**src/hdl/linear_interp_resampler_top_assert.svh**
```systemverilog
// Assertion macros for the linear interpolation resampler.
`ifndef LINEAR_INTERP_RESAMPLER_TOP_ASSERT_SVH
`define LINEAR_INTERP_RESAMPLER_TOP_ASSERT_SVH

// Same-cycle implication, checked outside reset.
`define LIR_ASSERT_IMP(lbl, ante, cons) \
  lbl: assert property (@(posedge clk) disable iff (!rst_n) (ante) |-> (cons)) \
    else $error("lir assertion failed: %m");

// Next-cycle implication, checked outside reset.
`define LIR_ASSERT_NXT(lbl, ante, cons) \
  lbl: assert property (@(posedge clk) disable iff (!rst_n) (ante) |=> (cons)) \
    else $error("lir assertion failed: %m");

`endif

```
**src/hdl/lir_pkg.sv**
```systemverilog
// Package with widths, codes, states and the interpolation helper of the resampler.
package lir_pkg;

  localparam int SAMPLE_WIDTH    = 16;
  localparam int FRAC_BITS       = 16;
  localparam int MAX_RUN         = 64;
  localparam int STEP_WIDTH      = 24;
  localparam int OFFSET_WIDTH    = 25;
  localparam int RUN_WIDTH       = $clog2(MAX_RUN + 1);
  localparam int CFG_INDEX_WIDTH = 2;
  localparam int CFG_DATA_WIDTH  = STEP_WIDTH;
  localparam int PROD_WIDTH      = SAMPLE_WIDTH + FRAC_BITS + 2;
  localparam int ACC_WIDTH       = PROD_WIDTH + 1;

  localparam logic [OFFSET_WIDTH-1:0] ONE_POS   = OFFSET_WIDTH'(1) << FRAC_BITS;
  localparam logic [STEP_WIDTH-1:0]   STEP_RST  = STEP_WIDTH'(65536);
  localparam logic [RUN_WIDTH-1:0]    RUN_LIMIT = RUN_WIDTH'(MAX_RUN);

  typedef enum logic [CFG_INDEX_WIDTH-1:0] {
    REG_STEP   = 2'd0,
    REG_STEREO = 2'd1
  } lir_reg_t;

  typedef enum logic [2:0] {
    S_IDLE,
    S_CHECK,
    S_LEFT,
    S_RIGHT,
    S_PUSH
  } lir_state_t;

  // Computes (a * 2^F + p) / 2^F with truncation toward zero.
  function automatic logic signed [SAMPLE_WIDTH-1:0] lerp_finish(
    input logic signed [SAMPLE_WIDTH-1:0] a,
    input logic signed [PROD_WIDTH-1:0]   p
  );
    logic signed [ACC_WIDTH-1:0] acc;
    logic signed [ACC_WIDTH-1:0] q;
    acc = (ACC_WIDTH'(a) <<< FRAC_BITS) + ACC_WIDTH'(p);
    q   = acc >>> FRAC_BITS;
    if (acc[ACC_WIDTH-1] && (acc[FRAC_BITS-1:0] != '0)) begin
      q = q + ACC_WIDTH'(1);
    end
    return q[SAMPLE_WIDTH-1:0];
  endfunction

endpackage

```
**src/hdl/lir_in_if.sv**
```systemverilog
// Interface of the input channel that carries one frame per word.
interface lir_in_if
  import lir_pkg::*;
();
  logic                            valid;
  logic                            ready;
  logic                            restart;
  logic signed [SAMPLE_WIDTH-1:0]  left_sample;
  logic signed [SAMPLE_WIDTH-1:0]  right_sample;

  modport source (output valid, restart, left_sample, right_sample, input ready);
  modport sink   (input valid, restart, left_sample, right_sample, output ready);
endinterface

```
**src/hdl/lir_out_if.sv**
```systemverilog
// Interface of the result channel that carries one interpolated frame per word.
interface lir_out_if
  import lir_pkg::*;
();
  logic                            valid;
  logic                            ready;
  logic signed [SAMPLE_WIDTH-1:0]  left_out;
  logic signed [SAMPLE_WIDTH-1:0]  right_out;
  logic                            last_of_run;

  modport source (output valid, left_out, right_out, last_of_run, input ready);
  modport sink   (input valid, left_out, right_out, last_of_run, output ready);
endinterface

```
**src/hdl/linear_interp_resampler_top.sv**
```systemverilog
// Linear interpolation resampler for a mono or stereo stream of signed samples.
//
// Words enter on in_ch and results leave on out_ch, each moved when valid and
// ready are high at a rising edge. The configuration port writes the step
// (index 0) and the stereo flag (index 1); the user must write them only while
// the block is idle, which the block itself does not enforce. A restart word,
// or the first word after reset, only loads the held frame. Any other word
// yields up to 64 results, the positions that fall between the held frame and
// the new one, and the last of them carries last_of_run. One shared multiplier
// serves both channels: each result passes through the check, left product,
// right product and push states, the push state loading the output register.
// in_ch.ready is high only between words, so the block takes no new word while
// it is still producing the results of the last one.
// When the receiver stalls, the sequencer waits with the next result until
// the output register is free; nothing is dropped.
// A synchronous active-low reset clears the held frame, the position and the
// output valid flag and sets the step to one frame per result, mono mode.
module linear_interp_resampler_top
  import lir_pkg::*;
(
  input  logic                       clk,
  input  logic                       rst_n,
  lir_in_if.sink                     in_ch,
  lir_out_if.source                  out_ch,
  input  logic                       cfg_we,
  input  logic [CFG_INDEX_WIDTH-1:0] cfg_index,
  input  logic [CFG_DATA_WIDTH-1:0]  cfg_wdata
);

  lir_state_t                      state_r, state_nxt;
  logic [STEP_WIDTH-1:0]           step_r;
  logic                            stereo_r;
  logic                            have_prev_r, have_prev_nxt;
  logic [OFFSET_WIDTH-1:0]         offset_r, offset_nxt;
  logic [RUN_WIDTH-1:0]            run_cnt_r, run_cnt_nxt;
  logic                            out_valid_r, out_valid_nxt;

  logic signed [SAMPLE_WIDTH-1:0]  prev_l_r, prev_r_r;
  logic signed [SAMPLE_WIDTH-1:0]  cur_l_r, cur_r_r;
  logic signed [PROD_WIDTH-1:0]    prod_r;
  logic signed [SAMPLE_WIDTH-1:0]  left_res_r;
  logic signed [SAMPLE_WIDTH-1:0]  out_left_r, out_right_r;
  logic                            out_last_r;

  logic                            in_accept;
  logic                            load_first;
  logic                            load_cur;
  logic                            retire;
  logic                            out_load;
  logic                            out_free;
  logic [OFFSET_WIDTH-1:0]         offset_adv;
  logic                            last_flag;
  logic signed [SAMPLE_WIDTH:0]    mul_a;
  logic signed [FRAC_BITS:0]       mul_b;
  logic signed [SAMPLE_WIDTH-1:0]  right_res;

  assign in_ch.ready        = (state_r == S_IDLE);
  assign in_accept          = in_ch.valid && in_ch.ready;
  assign out_ch.valid       = out_valid_r;
  assign out_ch.left_out    = out_left_r;
  assign out_ch.right_out   = out_right_r;
  assign out_ch.last_of_run = out_last_r;
  assign out_free           = !out_valid_r || out_ch.ready;

  assign offset_adv = offset_r + OFFSET_WIDTH'(step_r);
  assign last_flag  = (offset_adv >= ONE_POS) || ((run_cnt_r + RUN_WIDTH'(1)) == RUN_LIMIT);
  assign mul_a = (state_r == S_LEFT) ?
                 ((SAMPLE_WIDTH+1)'(cur_l_r) - (SAMPLE_WIDTH+1)'(prev_l_r)) :
                 ((SAMPLE_WIDTH+1)'(cur_r_r) - (SAMPLE_WIDTH+1)'(prev_r_r));
  assign mul_b     = {1'b0, offset_r[FRAC_BITS-1:0]};
  assign right_res = stereo_r ? lerp_finish(prev_r_r, prod_r) : '0;

  always_comb begin
    state_nxt     = state_r;
    have_prev_nxt = have_prev_r;
    offset_nxt    = offset_r;
    run_cnt_nxt   = run_cnt_r;
    out_valid_nxt = out_valid_r && !out_ch.ready;
    load_first    = 1'b0;
    load_cur      = 1'b0;
    retire        = 1'b0;
    out_load      = 1'b0;
    unique case (state_r)
      S_IDLE: begin
        if (in_accept) begin
          if (in_ch.restart || !have_prev_r) begin
            load_first    = 1'b1;
            have_prev_nxt = 1'b1;
            offset_nxt    = '0;
          end else begin
            load_cur    = 1'b1;
            run_cnt_nxt = '0;
            state_nxt   = S_CHECK;
          end
        end
      end
      S_CHECK: begin
        if ((offset_r < ONE_POS) && (run_cnt_r < RUN_LIMIT)) begin
          state_nxt = S_LEFT;
        end else begin
          retire     = 1'b1;
          offset_nxt = (offset_r >= ONE_POS) ? (offset_r - ONE_POS) : '0;
          state_nxt  = S_IDLE;
        end
      end
      S_LEFT: begin
        state_nxt = S_RIGHT;
      end
      S_RIGHT: begin
        state_nxt = S_PUSH;
      end
      S_PUSH: begin
        if (out_free) begin
          out_load      = 1'b1;
          out_valid_nxt = 1'b1;
          offset_nxt    = offset_adv;
          run_cnt_nxt   = run_cnt_r + RUN_WIDTH'(1);
          state_nxt     = S_CHECK;
        end
      end
      default: begin
        state_nxt = S_IDLE;
      end
    endcase
  end

  always_ff @(posedge clk) begin
    if (!rst_n) begin
      state_r     <= S_IDLE;
      step_r      <= STEP_RST;
      stereo_r    <= 1'b0;
      have_prev_r <= 1'b0;
      offset_r    <= '0;
      run_cnt_r   <= '0;
      out_valid_r <= 1'b0;
      prev_l_r    <= '0;
      prev_r_r    <= '0;
    end else begin
      state_r     <= state_nxt;
      have_prev_r <= have_prev_nxt;
      offset_r    <= offset_nxt;
      run_cnt_r   <= run_cnt_nxt;
      out_valid_r <= out_valid_nxt;
      if (cfg_we) begin
        unique case (cfg_index)
          REG_STEP:   step_r   <= cfg_wdata[STEP_WIDTH-1:0];
          REG_STEREO: stereo_r <= cfg_wdata[0];
          default:    ;
        endcase
      end
      if (load_first) begin
        prev_l_r <= in_ch.left_sample;
        prev_r_r <= in_ch.right_sample;
      end else if (retire) begin
        prev_l_r <= cur_l_r;
        prev_r_r <= cur_r_r;
      end
    end
  end

  always_ff @(posedge clk) begin
    if (load_cur) begin
      cur_l_r <= in_ch.left_sample;
      cur_r_r <= in_ch.right_sample;
    end
    if ((state_r == S_LEFT) || (state_r == S_RIGHT)) begin
      prod_r <= mul_a * mul_b;
    end
    if (state_r == S_RIGHT) begin
      left_res_r <= lerp_finish(prev_l_r, prod_r);
    end
    if (out_load) begin
      out_left_r  <= left_res_r;
      out_right_r <= right_res;
      out_last_r  <= last_flag;
    end
  end

`include "linear_interp_resampler_top_assert.svh"

  `LIR_ASSERT_IMP(a_run_bound, 1'b1, run_cnt_r <= RUN_LIMIT)
  `LIR_ASSERT_IMP(a_push_in_frame, state_r == S_PUSH, offset_r < ONE_POS)
  `LIR_ASSERT_IMP(a_load_from_push, $rose(out_valid_r), $past(state_r == S_PUSH))
  `LIR_ASSERT_NXT(a_accept_holds_frame, in_accept, have_prev_r)

endmodule

```
**src/flat_wrapper.sv**
```systemverilog
// flat-port wrapper written by rule: the top's interface ports become plain ports
module linear_interp_resampler_top_flat import lir_pkg::*;
  (clk, rst_n, cfg_we, cfg_index, cfg_wdata, in_ch_valid, in_ch_restart, in_ch_left_sample, in_ch_right_sample, in_ch_ready, out_ch_valid, out_ch_left_out, out_ch_right_out, out_ch_last_of_run, out_ch_ready);
  lir_in_if in_ch_i ();
  lir_out_if out_ch_i ();
  input  logic clk;
  input  logic rst_n;
  input  logic cfg_we;
  input  logic [CFG_INDEX_WIDTH-1:0] cfg_index;
  input  logic [CFG_DATA_WIDTH-1:0] cfg_wdata;
  input wire logic [$bits(in_ch_i.valid)-1:0] in_ch_valid;
  input wire logic [$bits(in_ch_i.restart)-1:0] in_ch_restart;
  input wire logic [$bits(in_ch_i.left_sample)-1:0] in_ch_left_sample;
  input wire logic [$bits(in_ch_i.right_sample)-1:0] in_ch_right_sample;
  output wire logic [$bits(in_ch_i.ready)-1:0] in_ch_ready;
  output wire logic [$bits(out_ch_i.valid)-1:0] out_ch_valid;
  output wire logic [$bits(out_ch_i.left_out)-1:0] out_ch_left_out;
  output wire logic [$bits(out_ch_i.right_out)-1:0] out_ch_right_out;
  output wire logic [$bits(out_ch_i.last_of_run)-1:0] out_ch_last_of_run;
  input wire logic [$bits(out_ch_i.ready)-1:0] out_ch_ready;
  assign in_ch_i.valid = in_ch_valid;
  assign in_ch_i.restart = in_ch_restart;
  assign in_ch_i.left_sample = in_ch_left_sample;
  assign in_ch_i.right_sample = in_ch_right_sample;
  assign in_ch_ready = in_ch_i.ready;
  assign out_ch_valid = out_ch_i.valid;
  assign out_ch_left_out = out_ch_i.left_out;
  assign out_ch_right_out = out_ch_i.right_out;
  assign out_ch_last_of_run = out_ch_i.last_of_run;
  assign out_ch_i.ready = out_ch_ready;
  linear_interp_resampler_top u_core (.clk(clk), .rst_n(rst_n), .in_ch(in_ch_i), .out_ch(out_ch_i), .cfg_we(cfg_we), .cfg_index(cfg_index), .cfg_wdata(cfg_wdata));
endmodule
```
**config.mk**
```make
export PLATFORM = sky130hd
export DESIGN_NAME = linear_interp_resampler_top_flat
export DESIGN_NICKNAME = d
export VERILOG_FILES = /design/src/hdl/lir_pkg.sv /design/src/hdl/lir_in_if.sv /design/src/hdl/lir_out_if.sv /design/src/hdl/linear_interp_resampler_top.sv /design/src/flat_wrapper.sv
export VERILOG_INCLUDE_DIRS = /design/src /design/src/hdl
export SDC_FILE = /design/constraint.sdc
export NUM_CORES = 1
export LEC_CHECK = 0
export BUFFER_PORTS_ARGS = -buffer_cell sky130_fd_sc_hd__buf_4
export CORE_MARGIN = 2
export CORE_UTILIZATION = 65
export CTS_BUF_LIST = sky130_fd_sc_hd__clkbuf_8
export CTS_CLUSTER_DIAMETER = 30
export DETAILED_ROUTE_END_ITERATION = 16
export PLACE_DENSITY = 0.83
export SLEW_MARGIN = 30
export SYNTH_ARGS = -nofsm -noshare
export SYNTH_HDL_FRONTEND = slang
export SYNTH_SLANG_ARGS = --single-unit
```
**constraint.sdc**
```tcl
create_clock -name clk -period 12 [get_ports clk]
set_input_delay 1.2 -clock clk [delete_from_list [all_inputs] [get_ports clk]]
set_output_delay 1.2 -clock clk [all_outputs]
set_load 0.005 [all_outputs]
```
# Yosys cells after proc, flatten, opt, wreduce, memory -nomap -nowiden
# Index checks and enable logic that the tools add are counted.
# word_totals
inputBits	64
output_inout_bits	35
ff_bits	209
wordCells	100
# classes
mul	1
n_eq_ne	11
n_lt_le_gt_ge	4
reduce_logical	25
mux	34
add_sub_neg	9
# ops
cell	count
$mux W25	5
$mux W16	6
$pmux W25 S3	1
$add A32 B34 Y35	2
$ge A25 B17 Y1 const B	2
$mul A17 B17 Y34	1
$sub A16 B16 Y17	2
$add A16 B2 Y16 const B	2
$reduce_bool A16 Y1	2
$add A25 B24 Y25	1
$lt A25 B17 Y1 const B	1
$sub A25 B17 Y25 const B	1
$mux W7	3
$mux W17	1
$pmux W3 S5	1
$pmux W7 S2	1
$mux W1	12
$mux W3	3
$ne A2 B2 Y1 const B	4
$add A7 B1 Y7 const B	1
$eq A7 B7 Y1 const B	1
$lt A7 B7 Y1 const B	1
$eq A3 B2 Y1 const B	2
$reduce_and A3 Y1	2
other kinds (15)	26

# Depth between registers and ports, before layout
# depth
word_depth	6
depth_mapped	36
mapped_depth_nobuf	34

# Worst setup path after synthesis
# OpenSTA, ideal clock, no wires.
# synth_timing
kind	register -> register
start	register u_core.state_r[1]
end	register u_core.prod_r[33], data pin
path_stages_with_launch	27
setup_ns	0.264
arrival_time_ns	8.765
t_required_ns	11.736
n_path_buf	2
setup_slack_ns	2.970
synth_period_minus_slack_ns	9.030
cell_sequence	dfxtp_1 -> nor2b_1 -> nand2_1 -> clkbuf_1 -> or3_1 -> o221ai_1 -> clkbuf_1 -> o21ai_0 -> fa_1 -> fa_1 -> inv_1 -> fa_1 -> fa_1 -> inv_1 -> fa_1 -> fa_1 -> inv_1 -> ha_1 -> a211o_1 -> a21oi_1 -> o2bb2ai_1 -> and4b_1 -> or4_1 -> nand2_1 -> o21ai_1 -> o41ai_2 -> xnor2_1
# synth_via
elab_chain_len	3
# synth_lines
item	line	source
from (decl)	linear_interp_resampler_top.sv:30	lir_state_t state_r, state_nxt;
from (signal assigned)	linear_interp_resampler_top.sv:139	state_r <= state_nxt;
$eq A3 B2 Y1	linear_interp_resampler_top.sv:67	assign mul_a = (state_r == S_LEFT) ?
$mux W17	linear_interp_resampler_top.sv:67	
$mul A17 B17 Y34	linear_interp_resampler_top.sv:167	prod_r <= mul_a * mul_b;
to (signal assigned)	linear_interp_resampler_top.sv:167	
to (decl)	linear_interp_resampler_top.sv:40	logic signed [PROD_WIDTH-1:0] prod_r;
# No other way between the ends.
# A chain may end at the register's enable or synchronous reset.

# Worst setup path in the final report
# layout_timing
start	register u_core.prev_r_r[1]
end	register u_core.prod_r[33], data pin
# layout_via
elab_chain_len	3
# layout_lines
item	line	source
from (decl)	linear_interp_resampler_top.sv:38	logic signed [SAMPLE_WIDTH-1:0] prev_l_r, prev_r_r;
from (signal assigned)	linear_interp_resampler_top.sv:153	prev_r_r <= in_ch.right_sample;
from (signal assigned)	linear_interp_resampler_top.sv:156	prev_r_r <= cur_r_r;
$sub A16 B16 Y17	linear_interp_resampler_top.sv:69	((SAMPLE_WIDTH+1)'(cur_r_r) - (SAMPLE_WIDTH+1)'(prev_r_r));
$mux W17	linear_interp_resampler_top.sv:67	
$mul A17 B17 Y34	linear_interp_resampler_top.sv:167	
# No other way between the ends.

==> run_results.csv <==
group,metric,value,unit
timing,fin_ws,2.239,ns
power,p_sw,0.7894,mW
routing,ant_nets,0,
power,intPower,1.601,mW
die,floorplan.initialDensity,0.6618,
job,max_cap_viol_count,0,
placement,place.detailed.hpwl,52770,µm
synth,synth_top_family_by_area,"adder cells",
placement,place.port_buffers,98,
timing,slew_violations,0,
placement,placed_area,26160,µm²
clock_tree,post_cts_resized,0,
synth,synth_enable_flop_cells,115,
placement,gp_congestion,0.9509,
die,fp.dieH,200.1,µm
routing,drc,0,
clock_tree,holdBufCountCts,0,
synth,syn_area_per_cell,9.072,µm²
worst_setup_path,cp_max_fo,12,
cells_and_area,diodes,0,
grt,grt_pass1_wl,112000,µm
clock_tree,cts_tree,"yes",
routing,dr.pass1.iters,6,
synth,syn_area,24990,µm²
clock_tree,htreeDepth,2,
clock_tree,cts_buffers,49,
die,die-area,40020,µm²
worst_setup_path,reg2reg_setup_slack,2.24,ns
worst_setup_path,cp.required,12.37,ns
timing,relSlewSlack,0.3246,
routing,wl_per_cell,20.90,µm
min_path,holdCritStartpoint,"u_core.left_res_r[9]",
timing,fin_crit_sh,0.8135,
worst_setup_path,reg2reg_depth,29,
clock_tree,path_clk_slew,0.06,ns
synth,synth-xor-area-share,0.04136,
grt,first_global_vias,20930,
synth,async_flop_share,0,
power,netSwitchingFraction,0.3302,
synth,synth-seq-area-share,0.2135,
timing,tightestPinTransition,1.009,ns
cells_and_area,final_common_cell,"inv_1",
synth,ys_warn_count,0,
routing,via_per_inst,6.251,
worst_setup_path,criticalPathCategory,"reg -> reg",
cells_and_area,final_cell_mix,"inv_1 (424), nand2_1 (279), fa_1 (278), ha_1 (184), buf_4 (137)",
die,die_w,200.1,µm
worst_setup_path,slowest_stage,"a2111oi_0",
power,irDropWorstVdd,73.61,µV
worst_setup_path,reg2reg_to,"u_core.prod_r[33]",
synth,synth_mux_area_frac,0.01648,
die,core,37760,µm²
worst_setup_path,cp_common_cell,"fa_1",
power,power_density,87.35,nW/µm²
status,status,"complete, no violations",
routing,initialDrtViolationCount,1968,
synth,syn_inst,2754,
synth,yosys_register_bits,209,
worst_setup_path,worst-path-buf-inv,4,
worst_setup_path,reg2reg_from,"u_core.prev_r_r[1]",
cells_and_area,nNetsFinal,3331,
power,clockPowerShare,0.420,
worst_setup_path,cp.arrival,10.13,ns
synth,synthAdderAreaFrac,0.3162,
placement,preCtsSetupSlack,2.508,ns
synth,synth_ff_type,"edfxtp_1",
die,ios,99,
worst_setup_path,worstSetupPathDepth,29,
power,p_comb_frac,0.244,
worst_setup_path,slowest_delay,0.87,ns
cells_and_area,drive_gt1_frac,0.09283,
cells_and_area,fillers,2755,
timing,fin_setup_tns,0,ns
cells_and_area,post-route-util,0.7249,
timing,rsz0062_at_grt,"false",
clock_tree,clkLatencyLatePin,0.63,ns
synth,synth_compound_area_frac,0.1650,
min_path,min_to,"u_core.out_ch.left_out[9]",
worst_setup_path,critPathTopFamily,"adder cells",
cells_and_area,syn2layout_area_growth,9.545,%
synth,synth-simple-area-share,0.1633,
worst_setup_path,crit_path_end_kind,"flip-flop",
power,pwr-share-seq,0.337,
die,row_count,71,
timing,setup_viol,0,
min_path,holdPathStages,0,
grt,grt_overflow_total,0,
clock_tree,cts_setup_buffers,0,
grt,antenna_found_initial,1,
timing,period_minus_slack,9.762,ns
cells_and_area,fin_area,27370,µm²
routing,vias,20970,
clock_tree,clock_sinks,209,
clock_tree,clockRootBuffer,"clkbuf_8",
synth,synth_nets,3281,
grt,track_usage,0.3616,
timing,hold_viol,0,
synth,ys_types,85,
clock_tree,ctsLongestPathBuffers,3,
timing,timing.fmax,102.4,MHz
worst_setup_path,startpoint_type,"flip-flop",
placement,dp.cells,3264,
cells_and_area,fin_cells,3355,
routing,routed_wl,70120,µm
timing,clock_skew,0.02802,ns
power,power.leakage,12.76,nW
min_path,hp-class,"reg -> reg",
grt,grt_max_degree,97,
-- flip-flops by register name (all words and copies together) (netlist names) --
name                       count
u_core.cur_l_r                16
u_core.out_ch.valid            1
u_core.prod_r                 34
u_core.out_ch.left_out        16
u_core.run_cnt_r               7
u_core.prev_l_r               16
u_core.cur_r_r                16
u_core.out_ch.right_out       16
u_core.offset_r               25
u_core.left_res_r             16
u_core.prev_r_r               16
u_core.step_r                 24
u_core.have_prev_r             1
u_core.out_ch.last_of_run      1
u_core.state_r                 3
u_core.stereo_r                1
-- power groups by stage --
| stage | clock, mW | sequential [mW] | combinational (mW) |
|---|---|---|---|
| 6_report | 1.00 | 0.805 | 0.582 |
| 3_3_place_gp | 0 | 0.816 | 0.542 |
| 3_5_place_dp | 0 | 0.818 | 0.559 |
| 5_1_grt | 1.05 | 0.806 | 0.628 |
| 4_1_cts | 1.01 | 0.804 | 0.565 |
| 2_1_floorplan | 0 | 0.809 | 0.391 |
-- kinds of logic (layout without fill, tap and decap cells) --
| group | after synthesis | count (layout) |
|---|---|---|
| fa+ha+maj | 465 | 465 |
| mux | 41 | 41 |
| buf+inv | 559 | 649 |
| flops | 209 | 209 |
| compound gates | 572 | 572 |
| xor+xnor | 118 | 118 |
| simple gates | 790 | 790 |
-- cells in the mapped netlist, drive strengths merged (9+ instances only) --
cell type,number,share of area
inv,419,0.063
nand2,280,0.042
fa,278,0.22
ha,185,0.093
clkbuf,130,0.020
and2,127,0.032
edfxtp,115,0.14
a21oi,106,0.021
o21ai,102,0.020
dfxtp,94,0.075
xnor2,82,0.029
nand3,79,0.016
nor2,72,0.011
o2111ai,49,0.017
o211a,47,0.019
nor2b,44,0.011
a21o,43,0.013
mux2i,40,0.016
nor3,40,0.0084
o211ai,36,0.011
xor2,36,0.013
a21boi,35,0.011
o21a,32,0.0096
and3,21,0.0053
nor3b,21,0.0067
or3,20,0.0050
nand4,17,0.0045
nor4,17,0.0048
nand2b,15,0.0038
a22oi,14,0.0042
o31ai,11,0.0043
a2111oi,9,0.0034
o311a,9,0.0036
-- cell type report --
| class | instances | area [µm²] | share of cell area |
|---|---|---|---|
| Clock buffer | 55 | 757.0 | 0.02766 |
| Clock inverter | 36 | 439.2 | 0.01605 |
| Timing Repair Buffer | 137 | 1028 | 0.03758 |
| Tap cell | 511 | 639.4 | 0.02336 |
| Inverter | 421 | 1583 | 0.05783 |
| Multi-Input combinational cell | 1986 | 17590 | 0.6426 |
| Sequential cell | 209 | 5336 | 0.1950 |
-- worst reg2reg max path: cells and delay by family, from the launching register on --
family / cells / cell delay (ns)
xor+xnor: 1 / 0.12
flops: 1 / 0.45
compound gates: 11 / 2.76
simple gates: 5 / 1.96
buf+inv: 4 / 0.35
fa+ha+maj: 8 / 3.86
-- routing by layer --
layer	global-route usage	wire length, µm	part of all wire
met5	0	0	0
met4	0.1462	2787	0.040
met3	0.07678	7131	0.10
met2	0.5813	32670	0.47
met1	0.4799	27530	0.39
-- stage by stage --
stage          power [mW]  hold slack (ns)
2_1_floorplan       1.200           0.4003
3_3_place_gp        1.358           0.4014
3_5_place_dp        1.377           0.4075
4_1_cts             2.379           0.4254
5_1_grt             2.481           0.4336
6_report            2.391           0.4283
-- worst max path at each step --
stage                        from           endpoint  slack [ns]
6_report       u_core.prev_r_r[1]  u_core.prod_r[33]        2.24
5_1_grt        u_core.prev_r_r[1]  u_core.prod_r[33]        1.75
4_1_cts        u_core.prev_r_r[1]  u_core.prod_r[33]        2.41
3_5_place_dp   u_core.cur_l_r[10]  u_core.prod_r[33]        2.51
3_3_place_gp   u_core.prev_r_r[1]  u_core.prod_r[33]        2.70
2_1_floorplan   u_core.state_r[1]  u_core.prod_r[33]        2.97
(Power assumes the default switching activity.)
